### src/rtl/lmx_pkg.sv
`default_nettype none
package lmx_pkg;

    // sizes
    localparam int MAX_PROCS  = 16;
    localparam int CLOCK_BITS = 32;
    localparam int PID_W      = $clog2(MAX_PROCS);
    localparam int CNT_W      = $clog2(MAX_PROCS + 1);
    localparam int CFG_W      = 5;

    localparam logic [CNT_W-1:0]      CNT_MAX   = CNT_W'(MAX_PROCS);
    localparam logic [CLOCK_BITS-1:0] CLOCK_MAX = {CLOCK_BITS{1'b1}};

    // configuration register indexes
    localparam logic CFG_PROCESS_COUNT = 1'b0;
    localparam logic CFG_OWN_RANK      = 1'b1;

    // incoming word codes
    typedef enum logic [2:0] {
        OP_OK      = 3'd0,
        OP_REQUIRE = 3'd1,
        OP_RELEASE = 3'd2,
        OP_FINISH  = 3'd3,
        OP_LOCK    = 3'd4,
        OP_UNLOCK  = 3'd5,
        OP_STOP    = 3'd6
    } t_opcode;

    // outgoing word codes
    typedef enum logic [2:0] {
        ACT_NONE     = 3'd0,
        ACT_OK_REPLY = 3'd1,
        ACT_REQUIRE  = 3'd2,
        ACT_RELEASE  = 3'd3,
        ACT_FINISH   = 3'd4
    } t_action;

    // one queue entry
    typedef struct packed {
        logic [CLOCK_BITS-1:0] stamp;
        logic [PID_W-1:0]      pid;
    } t_entry;

    // command broadcast to every cell
    typedef struct packed {
        logic   ins;
        logic   rem;
        t_entry key;
    } t_qcmd;

    // queue status back to the controller
    typedef struct packed {
        logic             full;
        logic             next_nonempty;
        logic [PID_W-1:0] next_head_pid;
    } t_qstat;

endpackage
`default_nettype wire

### src/rtl/lmx_cell.sv
`default_nettype none
module lmx_cell (
    input  wire logic           i_clk,
    input  wire logic           i_occ,
    input  wire lmx_pkg::t_qcmd i_cmd,
    input  wire lmx_pkg::t_entry i_left,
    input  wire logic           i_left_le,
    input  wire lmx_pkg::t_entry i_right,
    input  wire logic           i_hit_in,
    output lmx_pkg::t_entry     o_entry,
    output lmx_pkg::t_entry     o_next,
    output logic                o_le,
    output logic                o_hit_out
);

    lmx_pkg::t_entry r_entry;
    lmx_pkg::t_entry n_entry;
    logic            match;

    // order compare: this entry sorts at or before the key
    assign o_le = i_occ && ((r_entry.stamp < i_cmd.key.stamp) ||
                            ((r_entry.stamp == i_cmd.key.stamp) &&
                             (r_entry.pid <= i_cmd.key.pid)));

    // first-match chain for removal
    assign match     = i_occ && (r_entry.pid == i_cmd.key.pid);
    assign o_hit_out = i_hit_in || match;

    // insert shifts right, removal shifts left
    always_comb begin
        n_entry = r_entry;
        if (i_cmd.ins) begin
            if (o_le) begin
                n_entry = r_entry;
            end else if (i_left_le) begin
                n_entry = i_cmd.key;
            end else begin
                n_entry = i_left;
            end
        end else if (i_cmd.rem && o_hit_out) begin
            n_entry = i_right;
        end
    end

    always_ff @(posedge i_clk) begin
        r_entry <= n_entry;
    end

    assign o_entry = r_entry;
    assign o_next  = n_entry;

endmodule
`default_nettype wire

### src/rtl/lmx_queue.sv
`default_nettype none
module lmx_queue (
    input  wire logic           i_clk,
    input  wire logic           i_rst_n,
    input  wire lmx_pkg::t_qcmd i_cmd,
    output lmx_pkg::t_qstat     o_stat
);

    localparam int N = lmx_pkg::MAX_PROCS;

    logic [lmx_pkg::CNT_W-1:0] r_fill;
    logic [lmx_pkg::CNT_W-1:0] n_fill;

    lmx_pkg::t_entry entry [N];
    lmx_pkg::t_entry nxt   [N];
    logic [N-1:0]    le;
    logic [N-1:0]    hit;
    logic            full;
    logic            ins_ok;

    assign full   = (r_fill == lmx_pkg::CNT_MAX);
    assign ins_ok = i_cmd.ins && !full;

    // row of cells, neighbors wired left and right
    for (genvar g = 0; g < N; g++) begin : g_cell
        lmx_pkg::t_qcmd  cmd;
        lmx_pkg::t_entry left;
        lmx_pkg::t_entry right;
        logic            left_le;
        logic            hit_in;

        always_comb begin
            cmd     = i_cmd;
            cmd.ins = ins_ok;
        end

        if (g == 0) begin : g_head
            assign left    = i_cmd.key;
            assign left_le = 1'b1;
            assign hit_in  = 1'b0;
        end else begin : g_body
            assign left    = entry[g-1];
            assign left_le = le[g-1];
            assign hit_in  = hit[g-1];
        end

        if (g == N - 1) begin : g_tail
            assign right = entry[g];
        end else begin : g_inner
            assign right = entry[g+1];
        end

        lmx_cell u_cell (
            .i_clk     (i_clk),
            .i_occ     (lmx_pkg::CNT_W'(g) < r_fill),
            .i_cmd     (cmd),
            .i_left    (left),
            .i_left_le (left_le),
            .i_right   (right),
            .i_hit_in  (hit_in),
            .o_entry   (entry[g]),
            .o_next    (nxt[g]),
            .o_le      (le[g]),
            .o_hit_out (hit[g])
        );
    end

    // fill count
    always_comb begin
        n_fill = r_fill;
        if (ins_ok) begin
            n_fill = r_fill + 1'b1;
        end else if (i_cmd.rem && hit[N-1]) begin
            n_fill = r_fill - 1'b1;
        end
    end

    always_ff @(posedge i_clk) begin
        if (!i_rst_n) begin
            r_fill <= '0;
        end else begin
            r_fill <= n_fill;
        end
    end

    assign o_stat.full          = full;
    assign o_stat.next_nonempty = (n_fill != '0);
    assign o_stat.next_head_pid = nxt[0].pid;

endmodule
`default_nettype wire

### src/rtl/lmx_top_dummy_placeholder.sv
`default_nettype none
module lmx_sat_inc (
    input  wire logic [lmx_pkg::CLOCK_BITS-1:0] i_base,
    output logic      [lmx_pkg::CLOCK_BITS-1:0] o_next
);

    // saturating increment of the logical clock
    assign o_next = (i_base == lmx_pkg::CLOCK_MAX) ? i_base : i_base + 1'b1;

endmodule
`default_nettype wire

### src/rtl/lamport_mutex_node_core.sv
`default_nettype none
// channel   direction  handshake             payload
// command   in         start & !busy         i_opcode, i_msg_clock, i_msg_source
// result    out        o_strobe, one cycle   o_send_action, o_send_dest, o_send_clock,
//                                            o_grant, o_all_finished, o_queue_overflow
// config    in         i_cfg_we              i_cfg_idx, i_cfg_data
//
// one word per cycle: busy stays low, every accepted word gives its result
// on the next cycle with o_strobe high for that single cycle
// the figure is set by the queue cells, which compare and shift all entries
// in parallel in the accepting cycle
// synchronous active-low reset clears clock, ok counter, fill and finished flag, sets alive mask
// the receiver cannot stall, so results are never held
module lamport_mutex_node_core (
    input  wire logic                            i_clk,
    input  wire logic                            i_rst_n,
    input  wire logic                            start,
    output logic                                 busy,
    input  wire logic [2:0]                      i_opcode,
    input  wire logic [lmx_pkg::CLOCK_BITS-1:0]  i_msg_clock,
    input  wire logic [lmx_pkg::PID_W-1:0]       i_msg_source,
    input  wire logic                            i_cfg_we,
    input  wire logic                            i_cfg_idx,
    input  wire logic [lmx_pkg::CFG_W-1:0]       i_cfg_data,
    output logic                                 o_strobe,
    output logic [2:0]                           o_send_action,
    output logic [lmx_pkg::PID_W-1:0]            o_send_dest,
    output logic [lmx_pkg::CLOCK_BITS-1:0]       o_send_clock,
    output logic                                 o_grant,
    output logic                                 o_all_finished,
    output logic                                 o_queue_overflow
);

    localparam int N = lmx_pkg::MAX_PROCS;

    // state
    logic [lmx_pkg::CNT_W-1:0]      r_proc_cnt;
    logic [lmx_pkg::PID_W-1:0]      r_own_rank;
    logic [lmx_pkg::CLOCK_BITS-1:0] r_clock, n_clock;
    logic [lmx_pkg::CNT_W-1:0]      r_ok, n_ok;
    logic [N-1:0]                   r_alive, n_alive;
    logic                           r_finished, n_finished;

    // result registers
    logic                           r_strobe;
    lmx_pkg::t_action               r_action, n_action;
    logic [lmx_pkg::PID_W-1:0]      r_dest, n_dest;
    logic [lmx_pkg::CLOCK_BITS-1:0] r_sclk, n_sclk;
    logic                           r_grant, n_grant;
    logic                           r_fin_out;
    logic                           r_ovf, n_ovf;

    logic                           accept;
    lmx_pkg::t_opcode               op;
    logic                           recv;
    logic                           local_cmd;
    logic [lmx_pkg::CLOCK_BITS-1:0] base;
    logic [lmx_pkg::CLOCK_BITS-1:0] ticked;
    logic [lmx_pkg::CNT_W-1:0]      eff_cnt;
    logic [N-1:0]                   eff_mask;
    lmx_pkg::t_qcmd                 qcmd;
    lmx_pkg::t_qstat                qstat;

    assign busy      = 1'b0;
    assign accept    = start && !busy;
    assign op        = lmx_pkg::t_opcode'(i_opcode);
    assign recv      = (i_opcode <= 3'(lmx_pkg::OP_FINISH)) && !r_finished;
    assign local_cmd = (op == lmx_pkg::OP_LOCK) || (op == lmx_pkg::OP_UNLOCK) ||
                       (op == lmx_pkg::OP_STOP);

    // clock merge and tick
    assign base = (recv && (i_msg_clock > r_clock)) ? i_msg_clock : r_clock;

    lmx_sat_inc u_inc (
        .i_base (base),
        .o_next (ticked)
    );

    // live process window
    assign eff_cnt = (r_proc_cnt > lmx_pkg::CNT_MAX) ? lmx_pkg::CNT_MAX : r_proc_cnt;
    always_comb begin
        for (int i = 0; i < N; i++) begin
            eff_mask[i] = lmx_pkg::CNT_W'(i) < eff_cnt;
        end
    end

    // queue command
    always_comb begin
        qcmd.ins       = accept && recv && (op == lmx_pkg::OP_REQUIRE);
        qcmd.rem       = accept && recv && (op == lmx_pkg::OP_RELEASE);
        qcmd.key.stamp = i_msg_clock;
        qcmd.key.pid   = i_msg_source;
    end

    lmx_queue u_queue (
        .i_clk   (i_clk),
        .i_rst_n (i_rst_n),
        .i_cmd   (qcmd),
        .o_stat  (qstat)
    );

    // step decode
    always_comb begin
        n_clock    = r_clock;
        n_ok       = r_ok;
        n_alive    = r_alive;
        n_finished = r_finished;
        n_action   = lmx_pkg::ACT_NONE;
        n_dest     = '0;
        n_sclk     = '0;
        n_ovf      = 1'b0;
        if (recv) begin
            n_clock = ticked;
            case (op)
                lmx_pkg::OP_OK: begin
                    if (r_ok < lmx_pkg::CNT_MAX) begin
                        n_ok = r_ok + 1'b1;
                    end
                end
                lmx_pkg::OP_REQUIRE: begin
                    n_ovf    = qstat.full;
                    n_action = lmx_pkg::ACT_OK_REPLY;
                    n_dest   = i_msg_source;
                    n_sclk   = ticked;
                end
                lmx_pkg::OP_FINISH: begin
                    n_alive    = r_alive & ~(N'(1) << i_msg_source);
                    n_finished = ((n_alive & eff_mask) == '0);
                end
                default: begin
                    n_clock = ticked;
                end
            endcase
        end else if (local_cmd) begin
            n_clock = ticked;
            n_sclk  = ticked;
            case (op)
                lmx_pkg::OP_LOCK: begin
                    n_ok     = '0;
                    n_action = lmx_pkg::ACT_REQUIRE;
                end
                lmx_pkg::OP_UNLOCK: begin
                    n_action = lmx_pkg::ACT_RELEASE;
                end
                default: begin
                    n_action = lmx_pkg::ACT_FINISH;
                end
            endcase
        end
        n_grant = (n_ok == r_proc_cnt) && qstat.next_nonempty &&
                  (qstat.next_head_pid == r_own_rank);
    end

    // control state and configuration
    always_ff @(posedge i_clk) begin
        if (!i_rst_n) begin
            r_proc_cnt <= lmx_pkg::CNT_W'(1);
            r_own_rank <= '0;
            r_clock    <= '0;
            r_ok       <= '0;
            r_alive    <= '1;
            r_finished <= 1'b0;
            r_strobe   <= 1'b0;
        end else begin
            if (i_cfg_we) begin
                if (i_cfg_idx == lmx_pkg::CFG_PROCESS_COUNT) begin
                    r_proc_cnt <= i_cfg_data[lmx_pkg::CNT_W-1:0];
                end else begin
                    r_own_rank <= i_cfg_data[lmx_pkg::PID_W-1:0];
                end
            end
            if (accept) begin
                r_clock    <= n_clock;
                r_ok       <= n_ok;
                r_alive    <= n_alive;
                r_finished <= n_finished;
            end
            r_strobe <= accept;
        end
    end

    // result word
    always_ff @(posedge i_clk) begin
        if (accept) begin
            r_action  <= n_action;
            r_dest    <= n_dest;
            r_sclk    <= n_sclk;
            r_grant   <= n_grant;
            r_fin_out <= n_finished;
            r_ovf     <= n_ovf;
        end
    end

    assign o_strobe         = r_strobe;
    assign o_send_action    = r_action;
    assign o_send_dest      = r_dest;
    assign o_send_clock     = r_sclk;
    assign o_grant          = r_grant;
    assign o_all_finished   = r_fin_out;
    assign o_queue_overflow = r_ovf;

`ifndef SYNTHESIS
    // every accepted word yields exactly one result next cycle
    a_strobe_follows: assert property (@(posedge i_clk) disable iff (!i_rst_n)
        accept |=> o_strobe)
        else $error("result strobe missing after accept");

    a_no_spurious: assert property (@(posedge i_clk) disable iff (!i_rst_n)
        !accept |=> !o_strobe)
        else $error("result strobe without accepted word");

    // finished is sticky
    a_fin_sticky: assert property (@(posedge i_clk) disable iff (!i_rst_n)
        r_finished |=> r_finished)
        else $error("finished flag dropped");

    // a dropped request still gets its ok reply
    a_ovf_reply: assert property (@(posedge i_clk) disable iff (!i_rst_n)
        (o_strobe && o_queue_overflow) |-> (o_send_action == lmx_pkg::ACT_OK_REPLY))
        else $error("overflow without ok reply");

    // silent results carry no clock
    a_quiet_clock: assert property (@(posedge i_clk) disable iff (!i_rst_n)
        (o_strobe && (o_send_action == lmx_pkg::ACT_NONE)) |-> (o_send_clock == '0))
        else $error("clock sent with no action");
`endif

endmodule
`default_nettype wire

### config.mk
export PLATFORM = sky130hd
export DESIGN_NAME = lamport_mutex_node_core
export DESIGN_NICKNAME = d
export VERILOG_FILES = /design/src/rtl/lmx_pkg.sv /design/src/rtl/lmx_cell.sv /design/src/rtl/lmx_queue.sv /design/src/rtl/lmx_top_dummy_placeholder.sv /design/src/rtl/lamport_mutex_node_core.sv
export SDC_FILE = /design/constraint.sdc
export NUM_CORES = 2
export LEC_CHECK = 0
export BUFFER_PORTS_ARGS = -buffer_cell sky130_fd_sc_hd__buf_2
export CAP_MARGIN = 20
export CORE_ASPECT_RATIO = 1.5
export CORE_MARGIN = 5
export CORE_UTILIZATION = 50
export DETAILED_ROUTE_END_ITERATION = 10
export PLACE_DENSITY = 0.66
export SLEW_MARGIN = 20
export SYNTH_ARGS = -nofsm -noshare
export SYNTH_HDL_FRONTEND = slang
export SYNTH_SLANG_ARGS = --single-unit
### constraint.sdc
create_clock -name i_clk -period 9.1 [get_ports i_clk]
set_input_delay 1.82 -clock i_clk [delete_from_list [all_inputs] [get_ports i_clk]]
set_output_delay 1.82 -clock i_clk [all_outputs]
set_load 0.01 [all_outputs]
# Yosys cells after proc, flatten, opt, wreduce, memory -nomap -nowiden
# Cells that the tools add are included.
[op_classes] add_sub_neg=4 n_mul=0 div=0 n_lt_le_gt_ge=68 n_eq_ne=57 shift=1 muxes=81 bitwise=5 n_reduce_logical=147
[op_table] operator="36-bit 2-to-1 mux" count=60
[op_table] operator="32-bit == test" count=16
[op_table] operator="32-bit < comparator" count=16
[op_table] operator="32-bit 2-to-1 mux" count=7
[op_table] operator="4-bit by 5-bit < comparator with 1-bit output, first input constant" count=16
[op_table] operator="1-bit logical AND" count=72
[op_table] operator="4-bit == test" count=17
[op_table] operator="4-bit less-or-equal comparator" count=16
[op_table] operator="3-bit by 5-bit < comparator with 1-bit output, first input constant" count=8
[op_table] operator="5-bit 2-to-1 mux" count=8
[op_table] operator="2-bit AND reduction" count=20
[op_table] operator="1-bit logical OR" count=33
[op_table] operator="32-bit by 1-bit adder with 32-bit output, second input constant" count=1
[op_table] operator="16-bit AND" count=2
[op_table] operator="32-bit == test, second input constant" count=1
[op_table] operator="32-bit greater-than comparator" count=1
[op_table] operator="2-bit nonzero test" count=16
[op_table] operator="2-bit != test, second input constant" count=15
[op_table] operator="1-bit by 5-bit < comparator with 1-bit output, first input constant" count=4
[op_table] operator="2-bit by 5-bit < comparator with 1-bit output, first input constant" count=4
[op_table] operator="16-bit logical NOT" count=1
[op_table] operator="16-bit inverter" count=1
[op_table] operator="1-bit by 4-bit << shifter with 16-bit output, first input constant" count=1
[op_table] operator="5-bit by 1-bit adder with 5-bit output, second input constant" count=2
[op_table] operator="17 further kinds" count=25
[totals] register_bits=687 latch_bits=0 ram_bits=0 rom_bits=0 n_memories=0

# Logic depth before layout (Yosys ltp)
[depth] depth_word=23 depth_mapped=23

# Hierarchy
# Synthesis repeated with hierarchy kept, for this count alone.
[hier_totals] hier_cells=7350 area_unflattened_um2=57674.1
[modules_own_cells] module="lmx_cell" n_inst=16 cells_per_inst=408 area_each_um2=3148.0 seq_area_each_um2=720.7
[modules_own_cells] module="lamport_mutex_node_core" n_inst=1 cells_per_inst=625 area_each_um2=5944.5 seq_area_each_um2=2542.4
[modules_own_cells] module="lmx_sat_inc" n_inst=1 cells_per_inst=115 area_each_um2=752.0 seq_area_each_um2=0.0
[modules_own_cells] module="lmx_queue" n_inst=1 cells_per_inst=82 area_each_um2=609.3 seq_area_each_um2=100.1

# Worst setup path before layout
# OpenSTA, ideal clock, no wires.
[synth_timing] kind="input to register" startpoint="input port i_msg_clock[25] (netlist bit)" endpoint="register u_queue.g_cell[5].u_cell.r_entry, in the netlist u_queue.g_cell[5].u_cell.o_entry[0] (enable)" t_arrival_ns=6.916 required_ns=8.621 setup_slack_ns=1.705 stages=12 n_path_buf=3 cell_sequence="buf_2 > clkinv_1 > ha_1 > nand4_1 > nor3_1 > nand4_1 > or3_1 > o21ai_1 > o21ai_1 > buf_2 > buf_4 > o21ai_0"
[synth_between] elab_chain_cells=6 elab_cells_between_ends=7
[synth_rtl] item="from (decl)" line_no="lamport_mutex_node_core.sv:20" source="input wire logic [lmx_pkg::CLOCK_BITS-1:0] i_msg_clock,"
[synth_rtl] item="branches (longest 2 deep; another with 32-bit < comparator)"
[synth_rtl] item="1-bit logical OR *" line_no="lmx_cell.sv:21" source="assign o_le = i_occ && ((r_entry.stamp < i_cmd.key.stamp) ||"
[synth_rtl] item="1-bit logical AND *" line_no="lmx_cell.sv:21"
[synth_rtl] item="2-bit != test (no line) *"
[synth_rtl] item="2-bit AND reduction (no line) *"
[synth_rtl] item="to (signal assigned)" line_no="lmx_cell.sv:46" source="r_entry <= n_entry;"
[synth_rtl] item="to (decl)" line_no="lmx_cell.sv:16" source="lmx_pkg::t_entry r_entry;"
# Mark *: on every way between the ends.
# A chain may end at the register's enable or synchronous reset.

# Final worst setup path
[layout_timing] startpoint="input port i_msg_clock[26] (netlist bit)" endpoint="register r_clock[12] (netlist bit)"
[layout_between] elab_chain_cells=7 elab_cells_between_ends=8
[layout_rtl] item="32-bit greater-than comparator" line_no="lamport_mutex_node_core.sv:72" source="assign base = (recv && (i_msg_clock > r_clock)) ? i_msg_clock : r_clock;"
[layout_rtl] item="1-bit logical AND" line_no="lamport_mutex_node_core.sv:72"
[layout_rtl] item="32-bit 2-to-1 mux *" line_no="lamport_mutex_node_core.sv:72"
[layout_rtl] item="32-bit by 1-bit adder with 32-bit output or 32-bit == test (tied branches)" line_no="lmx_top_dummy_placeholder.sv:8" source="assign o_next = (i_base == lmx_pkg::CLOCK_MAX) ? i_base : i_base + 1'b1;"
[layout_rtl] item="32-bit 2-to-1 mux *" line_no="lmx_top_dummy_placeholder.sv:8"
[layout_rtl] item="32-bit 2-to-1 mux" line_no="lamport_mutex_node_core.sv:134" source="end else if (local_cmd) begin"
[layout_rtl] item="32-bit 2-to-1 mux *" line_no="lamport_mutex_node_core.sv:112" source="if (recv) begin"
[layout_rtl] item="to (signal assigned)" line_no="lamport_mutex_node_core.sv:173" source="r_clock <= n_clock;"
[layout_rtl] item="to (decl)" line_no="lamport_mutex_node_core.sv:39" source="logic [lmx_pkg::CLOCK_BITS-1:0] r_clock, n_clock;"
# Mark *: on every way between the ends. The rest lies on a longest branch, timed or not. The select of a mux whose other input is x is not followed.

==> results by group <==
Synthesis
  • EDFF count, synth: 614
  • Fraction of the mapped netlist area in adder cells: 14.89%
  • Cell count after synthesis: 5526
  • Post-synthesis compound-gate area fraction: 18.11%
  • Multiplexer share of the synthesized area: 7.631%
  • Leading post-synthesis cells by instance count: edfxtp_1, ha_1, nor2_1
  • Post-synth top area share: 35.74%
  • Async S/R FF share, synth: 0%
  • Most used DFF post-synth: edfxtp_1
  • Syn nets: 6189
  • FF+latch count, synth: 687
  • Synth top area cells: edfxtp_1, ha_1, mux2i_1, a21oi_1, nor2_1
  • YS warnings: 0
  • Sequential element share of the synthesized area: 38.58%
  • Synth unique cells: 103
  • Simple-gate share of the synthesized area: 15.83%
  • Post-synthesis xor/xnor area fraction: 0.8829%
  • Synth Cell Area: 51580 sq um
  • Area leader, netlist: edfxtp_1
  • Largest family of logic cells by synthesized area: compound AO/OA/AOI/OAI gates
  • Post-synthesis average cell area: 9.335 sq um

Setup path
  • Crit path kind: in -> reg
  • Critical path arrival: 7110 ps
  • Worst Setup End Kind: register
  • Reg2Reg Depth: 20
  • Worst Path Max Fanout: 19
  • Setup crit start kind: input pin
  • Critical Path RT: 9650 ps

Outcome
  • Status: finished clean

Clock network
  • Clk sinks: 687
  • H-tree depth: 3
  • Cts repair resizes: 0
  • CTS tree: done
  • Clk buf depth: 3
  • Post-CTS setup buffers: 0
  • Total CTS buffers: 73
  • Worst-path clk slew: 60 ps
  • Root buffer cell: clkbuf_16
  • Worst-skew pair later-pin latency: 660 ps
  • Hold_buf cts: 0

Placed design
  • RD Place Congestion: 0.9378
  • Port Buffer Count: 91
  • Placed Area: 53400 sq um
  • DP HPWL: 124200 um

Timing
  • Setup TNS: 0 ps
  • Min cycle time layout: 6563 ps
  • Maximum clock rate: 152.4 MHz
  • RSZ-0062 raised after global routing: false
  • Worst hold slack: 465.4 ps
  • Setup violators final: 0
  • Clock Skew: 18.57 ps
  • Slew margin rel.: 26.44%
  • Pins Over Slew Limit: 0
  • Final worst-path cycle share: 72.12%
  • Worst Tran Pin Value: 1093 ps
  • Hold Vio Cnt, Final: 0

Route
  • Routed via count: 43.81k
  • Wire per inst: 23.96 um
  • First DRT Iteration DRCs: 4123
  • DRC errors left: 0
  • Vias per cell: 6.422
  • First-pass DRT Iterations: 6
  • Drt total wl: 163400 um
  • Remaining antenna violation count after routing: 0

Floorplan
  • Initial core utilization: 50.32%
  • Core ar.: 102500 sq um
  • Die area: 109800 sq um
  • I/O Pins: 93
  • Placement Rows: 144
  • Die width: 272.3 um
  • Die height: 403.4 um

Hold path
  • Worst min path class: reg -> reg
  • Hold Crit Depth: 2

Finish
  • Footprint of the multi-input gates: 29940 sq um
  • Area grow syn2layout: 8.148%
  • Share of cells above drive strength 1: 7.252%
  • Final Instance Area: 55790 sq um
  • FF+latch area: 19900 sq um
  • Final nets: 6105
  • FILL cells: 9204

Power
  • LEAKAGE: 22.11 nW
  • Maximum vdd drop: 134.9 uV
  • Pwr dens: 139.3 nW/um^2

Flow run
  • MaxCap Viol Count: 0

Global routing
  • Overall routing resource usage: 28.62%
  • Via count of the first global-routing pass: 43.58k
  • First-pass GRT wire length: 250100 um
  • Initial antenna violation count: 5
  • Largest net degree at the start of global routing: 186
  • Gr ovfl total: 0
==> report_power, final <==
part	leakage (nW)	internal, mW	switching (mW)
logic	14.7	0.368	0.697
registers	6.25	3.52	0.0756
clock network	1.16	1.75	1.36
total	22.1	5.64	2.13
==> registers in the layout, indices dropped and copies added, names as in the netlist <==
signal and cells:
o_send_clock 32, o_strobe 1, r_clock 32, o_queue_overflow 1, r_own_rank 4, r_proc_cnt 5, u_queue.r_fill 5, u_queue.g_cell.u_cell.o_entry 576
o_all_finished 1, r_finished 1, r_alive 16, o_grant 1, o_send_dest 4, r_ok 5, o_send_action 3
==> cells by family (layout without fill, tap and decap cells) <==
| group | Yosys count | count (layout) |
|---|---|---|
| xor gates and xnor gates | 52 | 52 |
| muxes | 388 | 388 |
| AOI/OAI and AO/OA | 1507 | 1507 |
| buffers and inverters | 504 | 480 |
| and+or+nand+nor | 1773 | 1773 |
| DFF | 687 | 687 |
| other | 1 | 6 |
| adders and majority gates | 614 | 614 |
==> placed cells by master, fill, tap and decap left out, types with 34 or more instances in the layout <==
cell type  count
edfxtp_1     614
a31oi_1       52
a21o_1       120
inv_1        126
nand2_1      509
nor2b_1       55
o21a_1        57
nand3_1       84
ha_1         614
nor3_1       265
o21ai_1      221
buf_2         91
a21oi_1      413
o221a_1       35
mux2_1        34
nor2_1       543
o21ai_0      267
buf_4        119
dfxtp_1       73
a211oi_1      72
a2111oi_0     45
mux2i_1      351
o31ai_1       47
xnor2_1       43
clkbuf_16     77
nand4_1      180
==> worst max-delay path: stages <==
cell and delay (ps):
buf_2 420, ha_1 260, nand4_1 220, nor4_1 320
buf_4 210, a221oi_1 80, o21ai_1 390, a22oi_2 200
buf_4 210, o21ai_1 210, ha_1 250, inv_1 140
nor4_2 600, nand4_1 470, and2_1 380, and3_1 250
xnor2_1 190, and2_1 180, a21oi_1 50, o221a_1 260
==> cell type report <==
cell class                 count  area share (%)
antenna                        5         0.02243
clock buffer                 103           3.683
clock inverter                32          0.5674
inverter                     131          0.8814
multi-input combinational   4335           53.67
sequential                   687           35.67
tap                         1314           2.947
timing repair buffer         214           2.561
==> worst paths after layout <==
kind | startpoint | to | slack [ps]
setup / recovery | i_msg_clock[26] | r_clock[12] | 2540
hold / removal | r_alive[3] | r_alive[3] | 470
setup reg to reg | r_clock[24] | r_clock[12] | 3510
hold reg to reg | r_alive[3] | r_alive[3] | 470
==> stage by stage <==
| step | cells | util, % | power (mW) | setup slack, ps |
|---|---|---|---|---|
| after floorplan | 5526 | - | 4.345 | 1705 |
| after global placement | 6680 | 52.07 | 4.679 | 2033 |
| after detailed placement | 6681 | 52.09 | 4.708 | 2005 |
| after CTS | 6816 | 54.40 | 7.802 | 2710 |
| after global routing | 6820 | 54.41 | 8.049 | 2286 |
| final | 6821 | 54.42 | 7.768 | 2537 |
==> layer usage <==
layer	share of wire [%]	up-vias	track usage [%]
li1	-	20710	-
met1	38	21140	32.23
met2	50	1533	50.86
met3	4.9	427	3.004
met4	7.4	0	19.43
met5	0	-	0
Power figures use the tool's default switching activity.
